<file path="src/hdl/gpq_pkg.sv">
package gpq_pkg;

	localparam int MAX_PENS  = 256;
	localparam int PEN_AW    = (MAX_PENS > 1) ? $clog2(MAX_PENS) : 1;
	localparam int TBL_DEPTH = 256;
	localparam int TBL_AW    = 8;
	localparam int PEN_W     = 8;
	localparam int CNT_W     = 9;
	localparam int GREY_W    = 11;
	localparam int ERR_W     = 12;
	localparam int SUM_W     = 13;
	localparam int CFG_IDX_W = 2;

	localparam logic [GREY_W-1:0] GREY_TOP  = GREY_W'(7 * 256 - 1);
	localparam logic [GREY_W-1:0] DIST_INIT = GREY_W'(7 * 256);

	// input item kinds
	localparam logic [1:0] MODE_PIXEL = 2'd0;
	localparam logic [1:0] MODE_PEN   = 2'd1;
	localparam logic [1:0] MODE_REG   = 2'd2;
	localparam logic [1:0] MODE_PAL   = 2'd3;

	// configuration register indexes
	localparam logic [CFG_IDX_W-1:0] CFG_DITHER = 2'd0;
	localparam logic [CFG_IDX_W-1:0] CFG_CMODE  = 2'd1;
	localparam logic [CFG_IDX_W-1:0] CFG_PENS   = 2'd2;

	typedef struct packed {
		logic wr_pen;
		logic wr_reg;
		logic wr_pal;
		logic capture;
		logic tgt_load;
		logic issue;
		logic out_load;
	} gpq_cmd_t;

	typedef struct packed {
		logic cnt_last;
		logic pipe_busy;
		logic out_free;
	} gpq_sts_t;

endpackage

</file>
<file path="src/hdl/gpq_ctrl.sv">
module gpq_ctrl (
	input  logic             clk,
	input  logic             arst_n,
	input  logic             in_valid,
	output logic             in_stall,
	input  logic [1:0]       mode,
	input  gpq_pkg::gpq_sts_t sts,
	output gpq_pkg::gpq_cmd_t cmd
);
	import gpq_pkg::*;

	localparam logic [2:0] ST_IDLE  = 3'd0;
	localparam logic [2:0] ST_PAL   = 3'd1;
	localparam logic [2:0] ST_TGT   = 3'd2;
	localparam logic [2:0] ST_SRCH  = 3'd3;
	localparam logic [2:0] ST_DRAIN = 3'd4;
	localparam logic [2:0] ST_FIN   = 3'd5;

	logic [2:0] state_q;
	logic [2:0] state_d;
	logic       accept;

	assign in_stall = (state_q != ST_IDLE);
	assign accept   = in_valid && !in_stall;

	always_comb begin
		state_d      = state_q;
		cmd          = '0;
		cmd.wr_pen   = accept && (mode == MODE_PEN);
		cmd.wr_reg   = accept && (mode == MODE_REG);
		cmd.wr_pal   = accept && (mode == MODE_PAL);
		case (state_q)
			ST_IDLE: begin
				if (accept && (mode == MODE_PIXEL)) begin
					cmd.capture = 1'b1;
					state_d     = ST_PAL;
				end
			end
			ST_PAL: begin
				// palette read in flight
				state_d = ST_TGT;
			end
			ST_TGT: begin
				cmd.tgt_load = 1'b1;
				state_d      = ST_SRCH;
			end
			ST_SRCH: begin
				cmd.issue = 1'b1;
				if (sts.cnt_last) begin
					state_d = ST_DRAIN;
				end
			end
			ST_DRAIN: begin
				if (!sts.pipe_busy) begin
					state_d = ST_FIN;
				end
			end
			ST_FIN: begin
				if (sts.out_free) begin
					cmd.out_load = 1'b1;
					state_d      = ST_IDLE;
				end
			end
			default: begin
				state_d = ST_IDLE;
			end
		endcase
	end

	always_ff @(posedge clk or negedge arst_n) begin
		if (!arst_n) begin
			state_q <= ST_IDLE;
		end else begin
			state_q <= state_d;
		end
	end

endmodule

</file>
<file path="config.mk">
export PLATFORM = sky130hd
export DESIGN_NAME = gpq_ctrl
export DESIGN_NICKNAME = d
export VERILOG_FILES = /design/src/hdl/gpq_pkg.sv /design/src/hdl/gpq_ctrl.sv
export SDC_FILE = /design/constraint.sdc
export NUM_CORES = 1
export LEC_CHECK = 0
export CORE_AREA = 2 2 39 41
export DETAILED_ROUTE_END_ITERATION = 7
export DIE_AREA = 0 0 41 43
export DONT_BUFFER_PORTS = 1
export GPL_TIMING_DRIVEN = 0
export SETUP_SLACK_MARGIN = 0.3
export SYNTH_ARGS = -nofsm -noshare
export SYNTH_HDL_FRONTEND = slang
export SYNTH_SLANG_ARGS = --single-unit
</file>
<file path="constraint.sdc">
create_clock -name clk -period 1.49 [get_ports clk]
set_clock_uncertainty 0.1 [all_clocks]
set_input_delay 0.2235 -clock clk [delete_from_list [all_inputs] [get_ports clk]]
set_output_delay 0.2235 -clock clk [all_outputs]
set_load 0.02 [all_outputs]
</file>
# Word level (Yosys, flattened, before mapping)
# Cells that the tools add are included.
# classes
mux	11
n_eq_ne	12
reduce_logical	10
# op_table
operator	n
case mux 3 bit (6 select lines)	1
two-way mux 3 bit	4
!= test 2 bit (second input constant)	4
equality test 3 x 2 -> 1 bit (second input constant)	2
equality test 3 bit (second input constant)	2
two-way mux 1 bit	6
logical AND 1 bit	5
equality test 2 bit (second input constant)	2
AND reduction 4 bit	1
equality test 3 x 1 -> 1 bit (second input constant)	1
logical NOT 3 bit	1
nonzero test 3 bit	1
equality test 2 x 1 -> 1 bit (second input constant)	1
logical NOT 2 bit	1
logical NOT 1 bit	1
# word_totals
out_inout_bits	8
wordCells	34
regBits	3

# Depth between registers and ports, before layout
# depth
ltp_word	6
depth_mapped	3
ltp_nobuf	3

# Worst setup path after synthesis
# Ideal clock, no wire load.
# synth_path
path_type	register to output
startpoint	register state_q[2]
endpoint	output cmd[3] (netlist name)
t_arrival_ns	1.421
setup_slack_ns	-0.255
stages_incl_launch_ff	3
path_cell_list	dfrtp_1 or4b_4 nor3_1
# synth_rtl
element	line	source
start: declaration	gpq_ctrl.sv:19	logic [2:0] state_q;
start signal: assignment	gpq_ctrl.sv:74	state_q <= state_d;
end: declaration	gpq_ctrl.sv:8	output gpq_pkg::gpq_cmd_t cmd

==> parameters.txt <==
Parameter                              Value

Outcome
  Result of the run    complete, but fails checks
  Failing checks    negative setup slack

Timing
  Transition at the pin with the smallest max-transition slack    0.265 ns
  Post-route worst setup slack    -0.215 ns
  Slew Limit Headroom    0.822
  RSZ-0062 raised after global routing    yes
  Timing-limited maximum frequency    586 MHz
  Final setup violation count    7
  Minimum clock period after layout    1.71 ns
  Endpoints failing hold    0
  Final slew viol count    0
  Final total negative setup slack    -0.751 ns
  Final clock period utilization by the worst path    1.14

Clock tree
  Clock transition at the registers of the reported paths    0.04 ns
  Number of buffers created by CTS    3
  CTS tree    built
  Number of clock sinks seen by CTS    3
  Clock tree buffer depth    2
  Number of levels the H-tree was split into    1
  Root buffer selected by CTS    clkbuf_4
  Later-pin clock latency in the skew report    0.24 ns

Route
  Routed WL per cell    12.7 um
  Post-DRT Antenna Nets    0
  Via count normalized by instance count    4.69
  Total wirelength of the detailed-routed design    735 um
  Pre-antenna DRT Iters    4
  Iteration-0 DRC Markers    2
  Via count of the routed design    272
  Drc violations    0

Layout
  Register with the most flip-flops    state_q
  Biggest registers after layout    state_q (3)
  Final-stage net count    51
  Ratio of cells with drive above 1 in the final layout    0.714
  Commonest non-fill, non-tap cell in the layout    buf_4
  Commonest non-fill, non-tap cells in the layout    buf_4 (6), nor2_4 (4), nand2_1 (3), clkbuf_4 (3), buf_6 (3)
  Antenna diode instance count    0
  Number of flip-flops under the largest register name    3
  Area Growth Syn to Fin    110%

Worst setup path
  Setup slack of the worst register-to-register path    0.07 ns
  Count of buffering cells on the critical path with inverters included    0
  Critical path cell sequence    or4b_4 -> nor3_4
  Cell family contributing the most delay on the critical path    simple AND/OR/NAND/NOR gates
  Highest fanout seen on the critical path    3
  Startpoint kind of the worst setup timing path    flop
  Critical Path Max Stage Delay    0.52 ns
  Arrival time at the worst endpoint    1.38 ns
  Worst setup EP type    output pin
  Critical-path cell with the highest stage delay    or4b_4
  Path type of the worst setup path    flop to output pin
  Data required time at the worst endpoint    1.17 ns

Floorplan
  Initial standard-cell utilization of the core    0.168
  Total number of placement rows    14
  Horizontal die dimension    41 um
  Top-level port count    16
  Floorplan die height    43 um
  Core box area    0.00138 sq mm
  Die area    0.00176 sq mm

Placed design
  Count of buffers from port buffering    0
  HPWL reported at the end of detailed placement    445 um
  GPL Wtd Cong    0.711

Global route
  Number of global-route vias before repair    297
  Initial antenna violation count    0
  Maximum number of pins on one net before global-route repair    11
  Total overflow reported by the global router    0
  GR Util All Layers    0.0935
  First-pass GRT wire length    1080 um

Pwr
  Leak Pwr    0.190 nW
  Total Power    1.15 mW
  Power density normalized to cell area    2360 mW/mm^2
  Highest ir drop seen on vdd    0.664 mV

Synth
  Total of warnings raised by yosys    0
  Number of distinct library cells after synthesis    20
  Post-synth net total    35
  Netlist area before placement    233 sq um
  Share of synthesized area occupied by flip-flops and latches    0.323
  Cell count after synthesis    27
  Synthesized flop and latch total    3
  Per-instance average area after synthesis    8.62 sq um

Min path
  Worst hold path type    primary input to flop

Run
  Number of maximum-capacitance violations    0
-- cells by family (layout without fill, tap and decap cells) --
kind of cell,count (synthesis),after routing,share of synthesized area
buffers and inverters,1,16,0.0161
AO/OA/AOI/OAI,7,7,0.231
flip-flops,3,3,0.323
AND/OR/NAND/NOR,16,16,0.430
-- cell type report --
cell class | instances | area, sq um
buffer | 1 | 7.51
clock buffer | 4 | 26.3
fill | 150 | 896
multi-input combinational | 23 | 246
sequential | 3 | 76.3
tap | 16 | 20.0
timing repair buffer | 11 | 111
-- synth_stat cells --
cell type | number | area (sq um)
a21oi_1 | 1 | 5.00
a31o_2 | 1 | 8.76
a31oi_1 | 1 | 6.26
and2_1 | 1 | 6.26
and2b_1 | 1 | 7.51
and3_1 | 1 | 6.26
clkbuf_1 | 1 | 3.75
dfrtp_1 | 3 | 75.1
nand2_1 | 3 | 11.3
nand2b_1 | 1 | 6.26
nor2_1 | 4 | 15.0
nor3_1 | 1 | 5.00
nor4b_2 | 1 | 15.0
o21ai_2 | 1 | 8.76
o21bai_1 | 1 | 7.51
o221ai_1 | 1 | 8.76
o31a_1 | 1 | 8.76
or2b_1 | 1 | 7.51
or3_1 | 1 | 6.26
or4b_4 | 1 | 13.8
-- where the power goes --
| part | internal, mW | total (mW) | switching (mW) |
|---|---|---|---|
| clock | 0.101 | 0.151 | 0.0499 |
| combinational | 0.450 | 0.824 | 0.373 |
| sequential | 0.129 | 0.179 | 0.0501 |
-- path summary, 6_finish.rpt --
check / startpoint / endpoint / cells after the start
worst min register to register: state_q[2] / state_q[1] / 3
min in group asynchronous: arst_n / state_q[0] / 1
worst max register to register: state_q[1] / state_q[0] / 5
worst min-delay path: sts[2] / state_q[2] / 1
worst max-delay path: state_q[2] / cmd[3] / 2
max in group asynchronous: arst_n / state_q[1] / 1
-- per-stage QoR --
| stage | instances | area, sq um | hold slack (ns) | utilization | setup WS (ns) |
|---|---|---|---|---|---|
| 2_1_floorplan | 27 | 277 | -0.172 | - | -0.0199 |
| 3_5_place_dp | 43 | 297 | -0.172 | 0.214 | -0.0732 |
| 5_1_grt | 58 | 488 | 0.0371 | 0.353 | -0.284 |
| 3_3_place_gp | 43 | 297 | -0.172 | 0.214 | -0.0733 |
| 6_report | 58 | 488 | 0.0394 | 0.353 | -0.215 |
| 4_1_cts | 57 | 464 | 0.0372 | 0.335 | -0.231 |
-- layer usage --
layer | GRT usage | share of wire | vias up | wire length, um
met1 | 0.0806 | 0.33 | 127 | 240
met3 | 0.0628 | 0.13 | 2 | 96
met2 | 0.147 | 0.53 | 15 | 386
met4 | 0.0600 | 0.015 | 0 | 11
li1 | - | - | 128 | -
met5 | 0 | 0 | - | 0
-- repair_timing --
item / 4_1_cts / 5_1_grt
cloned: 0 / 0
endpoints found under the hold margin: 4 / 0
hold buffers: 2 / 0
setup endpoints to repair: 10 / 10
pin swaps: 5 / 5
gates resized for setup: 11 / 4
setup buffers: 8 / 1
(Power assumes the default switching activity.)
